**src/rtl/wireworld_generation_step_defines.svh**
```systemverilog
// assertion macros shared by the wireworld generation step rtl
// expects aclk and aresetn in the scope of each use
`ifndef WIREWORLD_GENERATION_STEP_DEFINES_SVH
`define WIREWORLD_GENERATION_STEP_DEFINES_SVH

// same-cycle implication, off during reset
`define WW_ASSERT_IMPLIES(label, ante, cons, msg) \
    label: assert property (@(posedge aclk) disable iff (!aresetn) (ante) |-> (cons)) \
        else $error(msg);

// next-cycle implication, off during reset
`define WW_ASSERT_NEXT(label, ante, cons, msg) \
    label: assert property (@(posedge aclk) disable iff (!aresetn) (ante) |=> (cons)) \
        else $error(msg);

`endif

```
**src/rtl/ww_pkg.sv**
```systemverilog
// shared types and constants of the wireworld generation step
// no dependencies
package ww_pkg;

    localparam int MAX_WIDTH_DEF  = 128;
    localparam int MAX_HEIGHT_DEF = 128;

    // cell codes
    localparam logic [1:0] CELL_EMPTY = 2'd0;
    localparam logic [1:0] CELL_HEAD  = 2'd1;
    localparam logic [1:0] CELL_TAIL  = 2'd2;
    localparam logic [1:0] CONDUCTOR  = 2'd3;

    localparam int CELL_W     = 2;
    localparam int COLUMN_W   = 3 * CELL_W;  // one window column: upper, middle, lower
    localparam int LINE_W     = 2 * CELL_W;  // one line store entry: upper, middle
    localparam int DIM_REG_W  = 8;
    localparam int CELL_IDX_W = 7;
    localparam int CFG_INDEX_W = 1;

    localparam logic [DIM_REG_W-1:0] ROW_LENGTH_RST = 8'd90;
    localparam logic [DIM_REG_W-1:0] ROW_COUNT_RST  = 8'd70;

    typedef enum logic [CFG_INDEX_W-1:0] {
        REG_ROW_LENGTH = 1'b0,
        REG_ROW_COUNT  = 1'b1
    } cfg_index_t;

    typedef logic [COLUMN_W-1:0] column_t;

endpackage

```
**src/rtl/wireworld_generation_step.sv**
```systemverilog
// wireworld generation step: takes one generation in raster order and streams out the
// next one. one cell item is taken per clock cycle while s_axis_tready is high, with no
// gaps between frames; the output register frees the input side whenever the result is
// taken or the register is empty. results lag the input by one row plus one cell: after
// reset the first w+1 items give no result, every later item gives exactly one in the
// cycle after it is taken. the line store memory is read one column ahead, so its
// registered read keeps pace with the column counter. the line store needs no clearing
// pass; until a full row has gone by its contents only reach border cells, which are
// always empty. row_length and row_count are used saturated to 3..MAX_WIDTH and
// 3..MAX_HEIGHT and should only be written while no item is in flight.
// depends on ww_pkg, ww_line_store, ww_column_cell, ww_rule
`include "wireworld_generation_step_defines.svh"
module wireworld_generation_step #(
    parameter int MAX_WIDTH  = ww_pkg::MAX_WIDTH_DEF,
    parameter int MAX_HEIGHT = ww_pkg::MAX_HEIGHT_DEF
) (
    input  logic                              aclk,
    input  logic                              aresetn,
    // configuration
    input  logic                              cfg_wr_en,
    input  logic [ww_pkg::CFG_INDEX_W-1:0]    cfg_index,
    input  logic [ww_pkg::DIM_REG_W-1:0]      cfg_wr_data,
    // input cells
    input  logic                              s_axis_tvalid,
    output logic                              s_axis_tready,
    input  logic [7:0]                        s_axis_tdata,   // [1:0] cell_state
    // next-generation cells
    output logic                              m_axis_tvalid,
    input  logic                              m_axis_tready,
    output logic [15:0]                       m_axis_tdata,   // [1:0] next_state,
                                                              // [8:2] cell_row,
                                                              // [15:9] cell_col
    output logic                              m_axis_tlast    // frame_last
);
    import ww_pkg::*;

    localparam int COL_W = $clog2(MAX_WIDTH);
    localparam int ROW_W = $clog2(MAX_HEIGHT);
    localparam int CW    = COL_W + 1;
    localparam int RW    = ROW_W + 1;

    // configuration registers
    logic [DIM_REG_W-1:0] row_length_reg, row_length_next;
    logic [DIM_REG_W-1:0] row_count_reg, row_count_next;

    always_comb begin
        row_length_next = row_length_reg;
        row_count_next  = row_count_reg;
        if (cfg_wr_en) begin
            unique case (cfg_index)
                REG_ROW_LENGTH: row_length_next = cfg_wr_data;
                REG_ROW_COUNT:  row_count_next  = cfg_wr_data;
                default: ;
            endcase
        end
    end

    always_ff @(posedge aclk) begin
        if (!aresetn) begin
            row_length_reg <= ROW_LENGTH_RST;
            row_count_reg  <= ROW_COUNT_RST;
        end else begin
            row_length_reg <= row_length_next;
            row_count_reg  <= row_count_next;
        end
    end

    // saturated dimensions
    logic [31:0]   w_full, h_full;
    logic [CW-1:0] w;
    logic [RW-1:0] h;

    always_comb begin
        if (row_length_reg < 8'd3) begin
            w_full = 32'd3;
        end else if (32'(row_length_reg) > 32'(MAX_WIDTH)) begin
            w_full = 32'(MAX_WIDTH);
        end else begin
            w_full = 32'(row_length_reg);
        end
        if (row_count_reg < 8'd3) begin
            h_full = 32'd3;
        end else if (32'(row_count_reg) > 32'(MAX_HEIGHT)) begin
            h_full = 32'(MAX_HEIGHT);
        end else begin
            h_full = 32'(row_count_reg);
        end
    end

    assign w = w_full[CW-1:0];
    assign h = h_full[RW-1:0];

    // handshake
    logic m_valid_reg, m_valid_next;
    logic s_acc;
    logic produce;

    assign s_axis_tready = !m_valid_reg || m_axis_tready;
    assign s_acc         = s_axis_tvalid && s_axis_tready;

    // input position counters
    logic [COL_W-1:0] in_col_reg, in_col_next, col_adv;
    logic [ROW_W-1:0] in_row_reg, in_row_next, row_adv;
    logic [CW-1:0]    col_inc;
    logic [RW-1:0]    row_inc;
    logic             col_wrap;
    logic             warmup_done_reg, warmup_done_next;

    always_comb begin
        col_inc  = {1'b0, in_col_reg} + CW'(1);
        row_inc  = {1'b0, in_row_reg} + RW'(1);
        col_wrap = (col_inc >= w);
        col_adv  = col_wrap ? '0 : col_inc[COL_W-1:0];
        if (col_wrap) begin
            row_adv = (row_inc >= h) ? '0 : row_inc[ROW_W-1:0];
        end else begin
            row_adv = in_row_reg;
        end
        in_col_next      = s_acc ? col_adv : in_col_reg;
        in_row_next      = s_acc ? row_adv : in_row_reg;
        warmup_done_next = warmup_done_reg ||
                           (s_acc && in_row_reg != '0 && in_col_reg != '0);
        produce          = s_acc && warmup_done_next;
    end

    always_ff @(posedge aclk) begin
        if (!aresetn) begin
            in_col_reg      <= '0;
            in_row_reg      <= '0;
            warmup_done_reg <= 1'b0;
        end else begin
            in_col_reg      <= in_col_next;
            in_row_reg      <= in_row_next;
            warmup_done_reg <= warmup_done_next;
        end
    end

    // line store, read one column ahead of the item that will use it
    logic [CELL_W-1:0] x;
    logic [LINE_W-1:0] line_rd;
    column_t           new_col;
    column_t           centre_col, left_col;

    assign x       = s_axis_tdata[CELL_W-1:0];
    assign new_col = {x, line_rd};

    ww_line_store #(
        .MAX_WIDTH (MAX_WIDTH)
    ) u_line_store (
        .aclk    (aclk),
        .wr_en   (s_acc),
        .wr_addr (in_col_reg),
        .wr_data ({x, line_rd[LINE_W-1:CELL_W]}),
        .rd_addr (in_col_next),
        .rd_data (line_rd)
    );

    // window columns
    ww_column_cell u_centre_cell (
        .aclk     (aclk),
        .aresetn  (aresetn),
        .shift_en (s_acc),
        .col_in   (new_col),
        .col_q    (centre_col)
    );

    ww_column_cell u_left_cell (
        .aclk     (aclk),
        .aresetn  (aresetn),
        .shift_en (s_acc),
        .col_in   (centre_col),
        .col_q    (left_col)
    );

    logic [CELL_W-1:0] rule_state;

    ww_rule u_rule (
        .left_col   (left_col),
        .centre_col (centre_col),
        .right_col  (new_col),
        .next_state (rule_state)
    );

    // position of the centre cell
    logic [CW-1:0]     out_col;
    logic [RW-1:0]     out_row, row_ext, back;
    logic              on_border;
    logic              last_cell;
    logic [CELL_W-1:0] result_state;

    always_comb begin
        row_ext = {1'b0, in_row_reg};
        if (in_col_reg == '0) begin
            out_col = w - CW'(1);
            back    = RW'(2);
        end else begin
            out_col = {1'b0, in_col_reg} - CW'(1);
            back    = RW'(1);
        end
        out_row = (row_ext >= back) ? row_ext - back : row_ext + h - back;
        on_border = (out_row == '0) || (out_row >= h - RW'(1)) ||
                    (out_col == '0) || (out_col >= w - CW'(1));
        last_cell = (out_row == h - RW'(1)) && (out_col == w - CW'(1));
        result_state = on_border ? CELL_EMPTY : rule_state;
    end

    // output register
    logic [CELL_W-1:0]     next_state_reg;
    logic [CELL_IDX_W-1:0] cell_row_reg, cell_col_reg;
    logic                  frame_last_reg;

    always_comb begin
        if (produce) begin
            m_valid_next = 1'b1;
        end else if (m_axis_tready) begin
            m_valid_next = 1'b0;
        end else begin
            m_valid_next = m_valid_reg;
        end
    end

    always_ff @(posedge aclk) begin
        if (!aresetn) begin
            m_valid_reg <= 1'b0;
        end else begin
            m_valid_reg <= m_valid_next;
        end
    end

    always_ff @(posedge aclk) begin
        if (produce) begin
            next_state_reg <= result_state;
            cell_row_reg   <= CELL_IDX_W'(out_row);
            cell_col_reg   <= CELL_IDX_W'(out_col);
            frame_last_reg <= last_cell;
        end
    end

    assign m_axis_tvalid = m_valid_reg;
    assign m_axis_tdata  = {cell_col_reg, cell_row_reg, next_state_reg};
    assign m_axis_tlast  = frame_last_reg;

    `WW_ASSERT_IMPLIES(a_no_result_before_warm, m_valid_reg, warmup_done_reg,
        "result shown before the first full row plus one cell")
    `WW_ASSERT_NEXT(a_result_follows_item, produce, m_valid_reg,
        "item past warm-up gave no result")
    `WW_ASSERT_NEXT(a_column_advances, s_acc, in_col_reg != $past(in_col_reg),
        "column counter did not move on an accepted item")

endmodule

```
**src/rtl/ww_line_store.sv**
```systemverilog
// two line stores packed into one memory, one entry per grid column
// depends on ww_pkg
module ww_line_store #(
    parameter int MAX_WIDTH = ww_pkg::MAX_WIDTH_DEF
) (
    input  logic                         aclk,
    input  logic                         wr_en,
    input  logic [$clog2(MAX_WIDTH)-1:0] wr_addr,
    input  logic [ww_pkg::LINE_W-1:0]    wr_data,
    input  logic [$clog2(MAX_WIDTH)-1:0] rd_addr,
    output logic [ww_pkg::LINE_W-1:0]    rd_data
);
    import ww_pkg::*;

    logic [LINE_W-1:0] mem [MAX_WIDTH];
    logic [LINE_W-1:0] rd_data_reg;

    always_ff @(posedge aclk) begin
        if (wr_en) begin
            mem[wr_addr] <= wr_data;
        end
    end

    always_ff @(posedge aclk) begin
        rd_data_reg <= mem[rd_addr];
    end

    assign rd_data = rd_data_reg;

endmodule

```
**src/rtl/ww_column_cell.sv**
```systemverilog
// one column stage of the 3x3 window, shifts toward its neighbor on each item
// depends on ww_pkg
module ww_column_cell (
    input  logic            aclk,
    input  logic            aresetn,
    input  logic            shift_en,
    input  ww_pkg::column_t col_in,
    output ww_pkg::column_t col_q
);
    import ww_pkg::*;

    column_t col_reg;
    column_t col_next;

    always_comb begin
        col_next = shift_en ? col_in : col_reg;
    end

    always_ff @(posedge aclk) begin
        if (!aresetn) begin
            col_reg <= '0;
        end else begin
            col_reg <= col_next;
        end
    end

    assign col_q = col_reg;

endmodule

```
**src/rtl/ww_rule.sv**
```systemverilog
// wireworld transition for the centre cell of a 3x3 window
// depends on ww_pkg
module ww_rule (
    input  ww_pkg::column_t           left_col,
    input  ww_pkg::column_t           centre_col,
    input  ww_pkg::column_t           right_col,
    output logic [ww_pkg::CELL_W-1:0] next_state
);
    import ww_pkg::*;

    logic [7:0]        head_bits;
    logic [3:0]        heads;
    logic [CELL_W-1:0] cur;

    always_comb begin
        head_bits[0] = (left_col[1:0]   == CELL_HEAD);
        head_bits[1] = (left_col[3:2]   == CELL_HEAD);
        head_bits[2] = (left_col[5:4]   == CELL_HEAD);
        head_bits[3] = (centre_col[1:0] == CELL_HEAD);
        head_bits[4] = (centre_col[5:4] == CELL_HEAD);
        head_bits[5] = (right_col[1:0]  == CELL_HEAD);
        head_bits[6] = (right_col[3:2]  == CELL_HEAD);
        head_bits[7] = (right_col[5:4]  == CELL_HEAD);
        heads = '0;
        for (int i = 0; i < 8; i++) begin
            heads = heads + 4'(head_bits[i]);
        end
    end

    assign cur = centre_col[3:2];

    always_comb begin
        unique case (cur)
            CELL_HEAD: next_state = CELL_TAIL;
            CELL_TAIL: next_state = CONDUCTOR;
            CONDUCTOR: next_state = (heads == 4'd1 || heads == 4'd2) ? CELL_HEAD
                                                                     : CONDUCTOR;
            default:   next_state = CELL_EMPTY;
        endcase
    end

endmodule

```
**config.mk**
```make
export PLATFORM = sky130hd
export DESIGN_NAME = wireworld_generation_step
export DESIGN_NICKNAME = d
export VERILOG_FILES = /design/src/rtl/ww_pkg.sv /design/src/rtl/wireworld_generation_step.sv /design/src/rtl/ww_line_store.sv /design/src/rtl/ww_column_cell.sv /design/src/rtl/ww_rule.sv
export VERILOG_INCLUDE_DIRS = /design/src /design/src/rtl
export SDC_FILE = /design/constraint.sdc
export NUM_CORES = 1
export LEC_CHECK = 0
export ABC_AREA = 1
export BUFFER_PORTS_ARGS = -buffer_cell sky130_fd_sc_hd__buf_2
export CORE_ASPECT_RATIO = 1.75
export CORE_MARGIN = 1.5
export CORE_UTILIZATION = 25
export DETAILED_ROUTE_END_ITERATION = 8
export SLEW_MARGIN = 30
export SYNTH_ARGS = -nofsm -noshare
export SYNTH_HDL_FRONTEND = slang
export SYNTH_HIERARCHICAL = 1
export SYNTH_SLANG_ARGS = --single-unit
```
**constraint.sdc**
```tcl
create_clock -name aclk -period 4.4 [get_ports aclk]
set_input_delay 0 -clock aclk [delete_from_list [all_inputs] [get_ports aclk]]
set_output_delay 0 -clock aclk [all_outputs]
set_load 0.005 [all_outputs]
```
# Word-level counts from Yosys, hierarchy flattened
# Memories as Yosys holds them, arrays and structs flattened. A register that Yosys moved wholly into a read port is not among the register bits.
# Cells that the tools add are included.
# totals
out_inout_bits	19
regBits	61
mem_count	1
mem_bits_rw	512
elab_cells	90
# op_classes
eq_ne	15
muxes	16
order_cmp	9
bitwise_logic	1
reduce_logical	21
addsub	15
# mem_list
memory	depth	width	read_ports	rd_ports_with_merged_regs	wr	line_no	rtl
u_line_store.mem	128	4	1	1	1	ww_line_store.sv:15	logic [LINE_W-1:0] mem [MAX_WIDTH];
# op_table
op	n
$mux W8	6
$ge A8 B8 Y1	4
$add A4 B1 Y4	6
$mux W7	3
$eq A2 B1 Y1 const B	9
$add A7 B1 Y8 const B	2
$eq A8 B8 Y1	2
$gt A8 B8 Y1 const B	2
$logic_not A8 Y1	2
$lt A8 B2 Y1 const B	2
$sub A8 B1 Y8 const B	2
$reduce_bool A7 Y1	2
$add A7 B8 Y8	1
$ge A7 B8 Y1	1
$sub A7 B1 Y8 const B	1
$sub A7 B8 Y8	1
$sub A8 B8 Y8	1
$logic_not A7 Y1	1
$logic_or A1 B1 Y1	6
$pmux W2 S3	1
$reduce_and A2 Y1	3
$logic_and A1 B1 Y1	5
$eq A2 B2 Y1 const B	2
$eq A4 B1 Y1 const B	1
other kinds (7)	11

# Longest topological paths before layout
# Gate-level depths: netlist of run 1.
# depth
ltp_word	12
depth_mapped	28

# By module
# Netlist of run 1, hierarchy kept.
# modules_own_cells
mod	instances	cells_per_inst	area_each_um2	seq_area_each_um2
ww_line_store	1	1886	21495.6	15454.8
wireworld_generation_step	1	598	4264.1	1151.1
ww_column_cell	2	37	256.5	120.1
ww_rule	1	44	259.0	0.0

# Worst setup path before layout of run 1
# No wires, ideal clock.
# synth_path
path_kind	reg2reg
startpoint	register u_line_store.rd_data_reg[2], in the netlist u_line_store/rd_data[2], read port of u_line_store.mem
endpoint	register next_state_reg[1], data pin
arrival_time_ps	4228
synth_period_minus_slack_ps	4478
slack_ps	-78
setup_time_ps	250
stages_incl_launch_ff	14
cell_sequence	dfxtp_1 -> nand2_1 -> fa_1 -> inv_1 -> fa_1 -> ha_1 -> fa_1 -> inv_1 -> nand2_1 -> nand2_1 -> nor2_1 -> a21oi_1 -> inv_1 -> nor2_1
# synth_between
elab_chain_cells	7
elab_cells_between_ends	8
# synth_rtl
element	line_no	rtl
start: declaration	ww_line_store.sv:16	logic [LINE_W-1:0] rd_data_reg;
$eq A2 B1 Y1 (*)	ww_rule.sv:22	head_bits[6] = (right_col[3:2] == CELL_HEAD);
$add A4 B1 Y4 (*) (2 in series)	ww_rule.sv:26	heads = heads + 4'(head_bits[i]);
$eq A4 B1 Y1 / $eq A4 B2 Y1 (equally long branches)	ww_rule.sv:36	CONDUCTOR: next_state = (heads == 4'd1 || heads == 4'd2) ? CELL_HEAD
$logic_or A1 B1 Y1 (*)	ww_rule.sv:36	
$mux W2 (*)	ww_rule.sv:36	
$pmux W2 S3 (*)	ww_rule.sv:33	unique case (cur)
net rule_state[1]	wireworld_generation_step.sv:175	logic [CELL_W-1:0] rule_state;
end signal: assignment	wireworld_generation_step.sv:232	next_state_reg <= result_state;
end: declaration	wireworld_generation_step.sv:208	logic [CELL_W-1:0] next_state_reg;
# Mark *: on every way through the listed nets, which the timed path passes. The rest lies on a longest branch.
# A chain may end at the register's enable or synchronous reset.

# Final worst setup path of run 1
# layout_path
startpoint	register in_col_reg[3]
endpoint	register u_line_store.rd_data_reg[3], in the netlist u_line_store/rd_data[3], read port of u_line_store.mem
# layout_between
elab_chain_cells	4
# layout_rtl
element	line_no	rtl
start: declaration	wireworld_generation_step.sv:102	logic [COL_W-1:0] in_col_reg, in_col_next, col_adv;
start signal: assignment	wireworld_generation_step.sv:132	in_col_reg <= in_col_next;
$add A7 B1 Y8	wireworld_generation_step.sv:110	col_inc = {1'b0, in_col_reg} + CW'(1);
$ge A8 B8 Y1	wireworld_generation_step.sv:112	col_wrap = (col_inc >= w);
$mux W7	wireworld_generation_step.sv:113	col_adv = col_wrap ? '0 : col_inc[COL_W-1:0];
$mux W7	wireworld_generation_step.sv:119	in_col_next = s_acc ? col_adv : in_col_reg;
net in_col_next[2]	wireworld_generation_step.sv:102	
# The timed path passes the listed nets, and every way through them passes these cells.

==> flow_metrics.tcl, run 1 <==
set metrics [dict create \
    async_flop_share_pct 0 \
    setup_viol 0 \
    power.internal_w 0.00912 \
    grt_antenna_before_repair 0 \
    tightest_slew_ps 882 \
    fin_skew_ps 38.8 \
    grt_usage_pct 12.4 \
    cp_slowest_cell "dfxtp_1" \
    drtIter0Drc 1010 \
    routedWlPerCell_um 16.9 \
    cp_max_fo 28 \
    slew_violations 0 \
    clkSinkCount 577 \
    powerDensity_nw_per_um2 416 \
    synth-main-ff-cell "edfxtp_1" \
    io_buffers 34 \
    final_core_util_pct 28.6 \
    p_sw_w 0.00339 \
    initial_core_util_pct 25.3 \
    drc 0 \
    grt_pass1_vias 18400 \
    coreArea_um2 105000 \
    yosys_register_bits 577 \
    p_sw_share_pct 27.1 \
    hold_viol_final 0 \
    crit_chain "nand3_1 -> nor3_2 -> xor2_1 -> ha_1 -> nand2_1 -> nor2_1 -> nand4_1 -> nand3_1 -> inv_1 -> nand3_1 -> nand2_2 -> inv_2 -> buf_4 -> nand3_1 -> nand3_1 -> nand2_1 -> nand2_1 -> nand3_1 -> nand2_1 -> nand2_1 -> nand2_1" \
    max_freq_mhz 247 \
    cap_violations 0 \
    path_buf_inv 3 \
    cts_setup_buffers 0 \
    syn-instance-count 2602 \
    cts_buffers 49 \
    slowest_delay_ps 610 \
    hold_path_class "in -> reg" \
    wirelength_um 67900 \
    comb_power_share_pct 15.4 \
    std_cell_rows 157 \
    seqPwrFrac_pct 49.7 \
    synthTopCellsByArea "edfxtp_1, nand2_1, nand3_1" \
    dp_hpwl_um 45000 \
    cts_tree "done" \
    die_h_um 434 \
    clock_latency_ps 610 \
    final.fill_count 10900 \
    total_leakage_power_nw 11.1 \
    grt_pass1_wl_um 103000 \
    vias_per_cell 4.53 \
    gp_congestion 0.885 \
    synth_top_area_share_pct 59.9 \
    worst-setup-path-type "reg -> reg" \
    endpoint_kind "register" \
    overflow 0 \
    pwr-share-clk_pct 34.9 \
    crit_family "simple AND/OR/NAND/NOR gates" \
    cp-start-kind "register" \
    synth_edf_count 529 \
    outcome "completed" \
    synth.cell_area_um2 26500 \
    ys_warn_count 6 \
    rsz0062_at_grt "false" \
    io_pins 41 \
    worstPathRequired_ps 4940 \
    grt_max_degree 83 \
    cts.clk_slew.worst_paths_ps 70 \
    synth_cell_type_count 50 \
    synth_seq_area_share_pct 63.5 \
    antenna_cells 0 \
    maxSlewHeadroom_pct 41.2 \
    firstDrtPassIters 5 \
    die_width_um 249 \
    num-nets-final 2719 \
    ant_nets 0 \
    synth_area_per_cell_um2 10.2 \
    fin_setup_tns_ps 0 \
    vdd_drop_max_uv 324 \
    die-area_um2 108000 \
    areaGrowthSynthToFinish_pct 13.2 \
    synth_top_area_cell "edfxtp_1" \
    cts_root_buf "clkbuf_16" \
    period_needed_ps 4040 \
    clk_path_buf_depth 3 \
    arrival_ps 4590 \
    drive_gt1_share_pct 8.60 \
    post-route-period-util_pct 91.9 \
    largest_register_ffs 512 \
    h-tree-depth 2 \
    num_vias 18200 \
]
-- final cells by class --
type / instances / area (µm²) / share of cell area (%)
clock buffer: 56 / 1270 / 4.24
clock inverter: 34 / 325 / 1.08
timing repair buffer: 110 / 988 / 3.29
tap: 1351 / 1690 / 5.63
inverter: 168 / 644 / 2.15
multi-input combinational: 1729 / 8260 / 27.5
sequential: 577 / 16900 / 56.1
-- final timing paths --
path         cells after the start                      end  slack [ps]                  from
min reg2reg                      2     u_left_cell/col_q[5]         470  u_left_cell/col_q[5]
max reg2reg                     21  u_line_store/rd_data[3]         360         in_col_reg[3]
max                             21  u_line_store/rd_data[3]         360         in_col_reg[3]
min                              4            in_col_reg[4]          40         s_axis_tvalid
-- synthesized netlist by cell type, drive strengths merged, types with 17 or more instances --
cell type and count:
xor2 17, inv 167, edfxtp 529, nor2 234, nor3 20, o21ai 30, a21oi 36, clkbuf 24
nand3 505, buf 105, nand2 783, dfxtp 48, ha 55
-- layout by cell type, fill, tap and decap left out, types with 13 or more instances in the layout --
cell type        n
ha_1            55
nand3_1        502
clkbuf_16       49
nor2_1         214
dfxtp_1         44
nor2_2          14
dlygate4sd3_1   24
buf_4           38
inv_2           13
inv_1          151
nand2_1        770
edfxtp_1       529
buf_2           32
nor3_1          16
a21oi_1         36
o21ai_0         22
buf_12          14
nand4_1         14
xor2_1          16
-- power by group through the flow --
stage | Combinational, W | Sequential [W] | Clock [W]
after floorplan | 0.00124 | 0.00642 | 0
after global placement | 0.00190 | 0.00634 | 0
after detailed placement | 0.00192 | 0.00634 | 0
after CTS | 0.00194 | 0.00622 | 0.00446
after global routing | 0.00216 | 0.00622 | 0.00463
final | 0.00192 | 0.00622 | 0.00436
-- per-layer routing --
metal | part of all wire [%] | wire length [µm] | GRT usage, %
met5 | 0 | 0 | 0
met4 | 6.4 | 4370 | 7.91
met3 | 3.4 | 2310 | 1.25
met2 | 55 | 37200 | 24.7
met1 | 35 | 24100 | 11.9
-- timing repair --
action | 4_1_cts | 5_1_grt
resized for setup | 0 | 5
hold endpoints to repair | 57 | 0
hold buffers | 24 | 0
endpoints found under the setup margin | 0 | 6
-- cell families (layout without fill, tap and decap cells) --
kind of cell / Yosys count / after routing / synth area share, %
AND/OR/NAND/NOR: 1563 / 1563 / 25.4
flip-flops: 577 / 577 / 63.5
buffers and inverters: 297 / 368 / 5.48
AO/OA/AOI/OAI: 81 / 81 / 1.76
adder cells (fa/ha/maj): 62 / 62 / 3.12
XOR/XNOR: 21 / 21 / 0.722
other: 1 / 2 / 0.0141
-- stage by stage --
step	setup slack (ps)	instance area [µm²]	hold slack (ps)	std cells	total power (W)
3_3_place_gp	338	28200	244	3911	0.00824
6_report	355	30000	44.0	4025	0.0125
5_1_grt	25.0	30000	71.7	4025	0.0130
3_5_place_dp	283	28200	253	3911	0.00825
2_1_floorplan	59.6	26500	98.9	2603	0.00766
4_1_cts	242	30000	0.789	4025	0.0126
-- worst reg2reg max path, cell delays in order, from the launching register on --
cell	delay [ps]
dfxtp_1	610
nand3_1	230
nor3_2	170
xor2_1	310
ha_1	170
nand2_1	70
nor2_1	170
nand4_1	100
nand3_1	110
inv_1	90
nand3_1	110
nand2_2	110
inv_2	420
buf_4	480
nand3_1	230
nand3_1	140
nand2_1	120
nand2_1	80
nand3_1	80
nand2_1	70
nand2_1	60
nand2_1	70
Note: power is estimated with default switching activity, not from simulation.
==> run 2: changes to the inputs <==
RECOVER_POWER = 100   (was default)
==> flow_metrics.tcl, run 2 (synthesized netlist as in run 1, its figures left out) <==
set metrics [dict create \
    grt_pass1_vias 18400 \
    clk_path_buf_depth 3 \
    ant_nets 0 \
    tightest_slew_ps 2850 \
    slew_violations 522 \
    p_total_w 0.0125 \
    crit_chain "inv_1 -> nor3_2 -> nand3_1 -> xor2_1 -> inv_1 -> ha_1 -> nand2_1 -> nor2_1 -> nand4_1 -> nand3_1 -> inv_1 -> nand3_1 -> nand2_2 -> inv_2 -> buf_4 -> nand3_1 -> nand3_1 -> nand2_1 -> nand2_1 -> nand3_1 -> nand2_1 -> nand2_1 -> nand2_1" \
    std_cell_rows 157 \
    p_sw_share_pct 27.1 \
    slowest_delay_ps 460 \
    firstDrtPassIters 5 \
    path_buf_inv 5 \
    largest_register_ffs 512 \
    final_cell_mix "nand2_1, edfxtp_1, nand3_1, nor2_1, inv_1" \
    dp_hpwl_um 45000 \
    power.internal_w 0.00912 \
    grt_antenna_before_repair 0 \
    worstPathRequired_ps 4940 \
    cts.clk_slew.worst_paths_ps 70 \
    grt_usage_pct 12.4 \
    gp_congestion 0.885 \
    drive_gt1_share_pct 7.11 \
    grt_max_degree 83 \
    die_h_um 434 \
    vias_per_cell 4.52 \
    grt-busiest-layer "met2" \
    comb_power_share_pct 15.3 \
    io_buffers 34 \
    arrival_ps 4570 \
    initial_core_util_pct 25.3 \
    worst_hold_slack_ps 7.09 \
    grt_pass1_wl_um 103000 \
    clock_latency_ps 600 \
    areaGrowthSynthToFinish_pct 12.8 \
    cp_slowest_cell "buf_4" \
    total_leakage_power_nw 11.0 \
    endpoint_kind "register" \
    cts_tree "done" \
    die-area_um2 108000 \
    rsz0062_at_grt "false" \
    hold_path_class "in -> reg" \
    cts_buffers 49 \
    violations "max-capacitance violations, max-slew violations" \
    h-tree-depth 2 \
    clkSinkCount 577 \
    p_sw_w 0.00338 \
    pwr-share-clk_pct 34.8 \
    grt_use_met2_pct 24.7 \
    setup_viol 0 \
    maxSlewHeadroom_pct -90.0 \
    final_common_cell "nand2_1" \
    met3_usage_pct 1.25 \
    cts_setup_buffers 0 \
    io_pins 41 \
    fin_setup_tns_ps 0 \
    drc 0 \
    crit_family "simple AND/OR/NAND/NOR gates" \
    routedWlPerCell_um 16.9 \
    num_vias 18200 \
    cts_root_buf "clkbuf_16" \
    die_width_um 249 \
    max_freq_mhz 248 \
    vdd_drop_max_uv 322 \
    hold_viol_final 0 \
    outcome "complete, but fails checks" \
    worst-setup-path-type "reg -> reg" \
    coreArea_um2 105000 \
    overflow 0 \
    grt_use_met1_pct 11.9 \
    post-route-period-util_pct 91.6 \
    powerDensity_nw_per_um2 418 \
    antenna_cells 0 \
    seqPwrFrac_pct 49.9 \
    cap_violations 15 \
    cp-start-kind "register" \
    period_needed_ps 4030 \
    cp_max_fo 28 \
    wirelength_um 68000 \
    fin_skew_ps 37.9 \
    num-nets-final 2719 \
    drtIter0Drc 1072 \
]
==> run 2: changes by cell type in the layout (fill, tap and decap cells not counted), sizes merged <==
| cell | delta |
|---|---|
| buf | -36 |
| clkbuf | +36 |
==> run 2: power by group through the flow <==
stage               clock network [W]  logic, W  registers (W)
global placement                    0   0.00190        0.00634
detailed placement                  0   0.00192        0.00634
global route                  0.00463   0.00215        0.00624
finish                        0.00436   0.00191        0.00624
CTS                           0.00446   0.00194        0.00622
floorplan                           0   0.00124        0.00642
==> run 2: stage by stage <==
step	cells	area (µm²)	utilization, %	setup WS, ps
2_1_floorplan	2603	26500	-	59.6
3_3_place_gp	3911	28200	26.9	338
3_5_place_dp	3911	28200	26.9	283
4_1_cts	4025	30000	28.6	242
5_1_grt	4025	29900	28.5	24.0
6_report	4025	29900	28.5	370
==> run 2: area by class of cell <==
class / count / area (µm²)
clock buffer: 56 / 1270
clock inverter: 34 / 325
fill: 10900 / 75000
inverter: 168 / 644
multi-input combinational: 1729 / 8230
sequential: 577 / 16900
tap: 1351 / 1690
timing repair buffer: 110 / 900
==> run 2: timing repair <==
action / in CTS / in global routing
setup endpoints to repair: 0 / 6
resized for setup: 0 / 5
hold buffers: 24 / 0
endpoints found under the hold margin: 57 / 0
==> run 2: final timing paths <==
path	start	to	slack (ps)	depth (start not counted)
setup reg to reg	in_col_reg[1]	u_line_store/rd_data[3]	370	23
hold reg to reg	u_left_cell/col_q[5]	u_left_cell/col_q[5]	470	2
hold / removal	s_axis_tvalid	in_col_reg[4]	7	4
setup / recovery	in_col_reg[1]	u_line_store/rd_data[3]	370	23
==> run 2: metal layers <==
layer | up-vias | routed length, µm
met2 | 410 | 37600
met5 | - | 0
li1 | 8891 | -
met1 | 8699 | 23800
met3 | 185 | 2340
met4 | 0 | 4360
==> run 2: worst register-to-register path, delay by kind of cell, from the launching register on <==
kind                     cells  cell delay, ps
XOR/XNOR                     1             270
flip-flops                   1             420
buffers and inverters        5            1140
adder cells (fa/ha/maj)      1             300
AND/OR/NAND/NOR             16            1820
==> run 3: changes to the inputs <==
GPL_TIMING_DRIVEN = 0   (was default)
==> flow_metrics.tcl, run 3 (synthesized netlist as in run 1, its figures left out) <==
set metrics [dict create \
    outcome "complete, but fails checks" \
    violations "max-capacitance violations, max-slew violations" \
    grt_use_met2_pct 30.2 \
    routedWlPerCell_um 20.9 \
    die_h_um 434 \
    die-area_um2 108000 \
    total_leakage_power_nw 11.5 \
    hold_path_class "in -> reg" \
    overflow 0 \
    std_cell_rows 157 \
    final.fill_count 10900 \
    cts_tree "done" \
    cts_root_buf "clkbuf_16" \
    grt_use_met1_pct 14.5 \
    grt_max_degree 79 \
    grt_usage_pct 15.8 \
    arrival_ps 4780 \
    final_common_cell "nand2_1" \
    drtIter0Drc 1393 \
    powerDensity_nw_per_um2 432 \
    maxSlewHeadroom_pct -161 \
    io_buffers 34 \
    max_freq_mhz 237 \
    num_vias 19500 \
    clk_path_buf_depth 3 \
    seq_area_um2 16900 \
    io_pins 41 \
    cp-start-kind "register" \
    endpoint_kind "register" \
    grt_antenna_before_repair 0 \
    h-tree-depth 2 \
    dp_cells 3996 \
    dp_hpwl_um 63600 \
    period_needed_ps 4230 \
    grt-busiest-layer "met2" \
    post-route-period-util_pct 96.1 \
    antenna_cells 0 \
    gp_congestion 0.965 \
    clkSinkCount 577 \
    worst-setup-path-type "reg -> reg" \
    ant_nets 0 \
    cts_buffers 53 \
    hold_viol_final 0 \
    setup_slack_ps 173 \
    setup_viol 0 \
    rsz0062_at_grt "false" \
    cts_setup_buffers 0 \
    largest_register_ffs 512 \
    coreArea_um2 105000 \
    grt_pass1_wl_um 125000 \
    grt_pass1_vias 19500 \
    areaGrowthSynthToFinish_pct 16.0 \
    cap_violations 5 \
    drc 0 \
    dp_slack_ps -334 \
    fin_cells 4123 \
    num-nets-final 2812 \
    cts.clk_slew.worst_paths_ps 70 \
    slew_violations 234 \
    tightest_slew_ps 3910 \
    clock_latency_ps 630 \
    initial_core_util_pct 25.3 \
    met3_usage_pct 1.83 \
    wirelength_um 86200 \
    firstDrtPassIters 6 \
    worstPathRequired_ps 4950 \
    cp_max_fo 10 \
    fin_skew_ps 32.6 \
    vias_per_cell 4.74 \
    fin_setup_tns_ps 0 \
    drive_gt1_share_pct 9.99 \
    r2r_slack_ps 170 \
    final_core_util_pct 29.3 \
    multi_input_area_um2 8280 \
    die_width_um 249 \
    vdd_drop_max_uv 302 \
    final_cell_mix "nand2_1, edfxtp_1, nand3_1, nor2_1, inv_1" \
]
==> run 3: changes by cell type in the layout (fill, tap and decap cells not counted), sizes merged, moves of 2 or more <==
cell / before / now
clkinv: 22 / 20
bufinv: 4 / 9
buf: 50 / 101
dlygate4sd3: 24 / 29
clkbuf: 92 / 131
==> run 3: what timing repair did <==
item,4_1_cts,5_1_grt
hold buffers,29,0
gates resized for setup,34,75
hold endpoints to repair,155,0
setup endpoints to repair,6,6
==> run 3: layout make-up <==
class | instances | area share (%)
multi-input combinational | 1729 | 26.9
inverter | 168 | 2.09
sequential | 577 | 54.8
tap | 1351 | 5.49
timing repair buffer | 71 | 1.75
clock inverter | 37 | 1.45
buffer | 128 | 3.10
clock buffer | 62 | 4.42
==> run 3: final timing paths <==
kind / start / to / cells past startpoint
hold / removal: cfg_wr_data[1] / row_count_reg[1] / 4
setup reg to reg: in_col_reg[2] / u_line_store/rd_data[3] / 26
hold reg to reg: row_count_reg[3] / row_count_reg[3] / 2
setup / recovery: in_col_reg[2] / u_line_store/rd_data[3] / 26
==> run 3: metrics by stage <==
stage | hold slack, ps | total power, W | area [µm²]
floorplan | 98.9 | 0.00766 | 26500
global placement | 240 | 0.00846 | 28400
detailed placement | 241 | 0.00850 | 28600
CTS | 143 | 0.0134 | 30800
global route | 174 | 0.0138 | 30800
finish | 168 | 0.0133 | 30800
==> run 3: critical path: stages (launching register included) <==
cell	delay (ps)
dfxtp_2	380
buf_2	200
inv_2	60
nor3_2	270
nand3_2	140
xor2_1	200
inv_1	70
ha_1	290
a21oi_1	170
o21a_1	130
nand3_1	180
inv_2	150
nand3_1	100
nand2_1	110
buf_6	140
buf_6	190
clkbuf_4	290
nand2_1	80
nand3_1	100
nand3_2	230
nand3_1	150
nand2_1	130
nand2_1	90
nand3_1	70
nand2_1	100
nand2_1	70
nand2_1	60
==> run 3: where the power goes <==
group	switching (W)	total (W)	internal, W
Combinational	0.00149	0.00215	0.000656
Sequential	0.0000849	0.00629	0.00620
Clock	0.00209	0.00486	0.00276
Total	0.00367	0.0133	0.00962
==> run 3: metal layers <==
layer  vias to the layer above  routed length [µm]
li1                       9097                   -
met1                      9405               27200
met2                       747               45900
met3                       292                4110
met4                         0                8890
met5                         -                   0
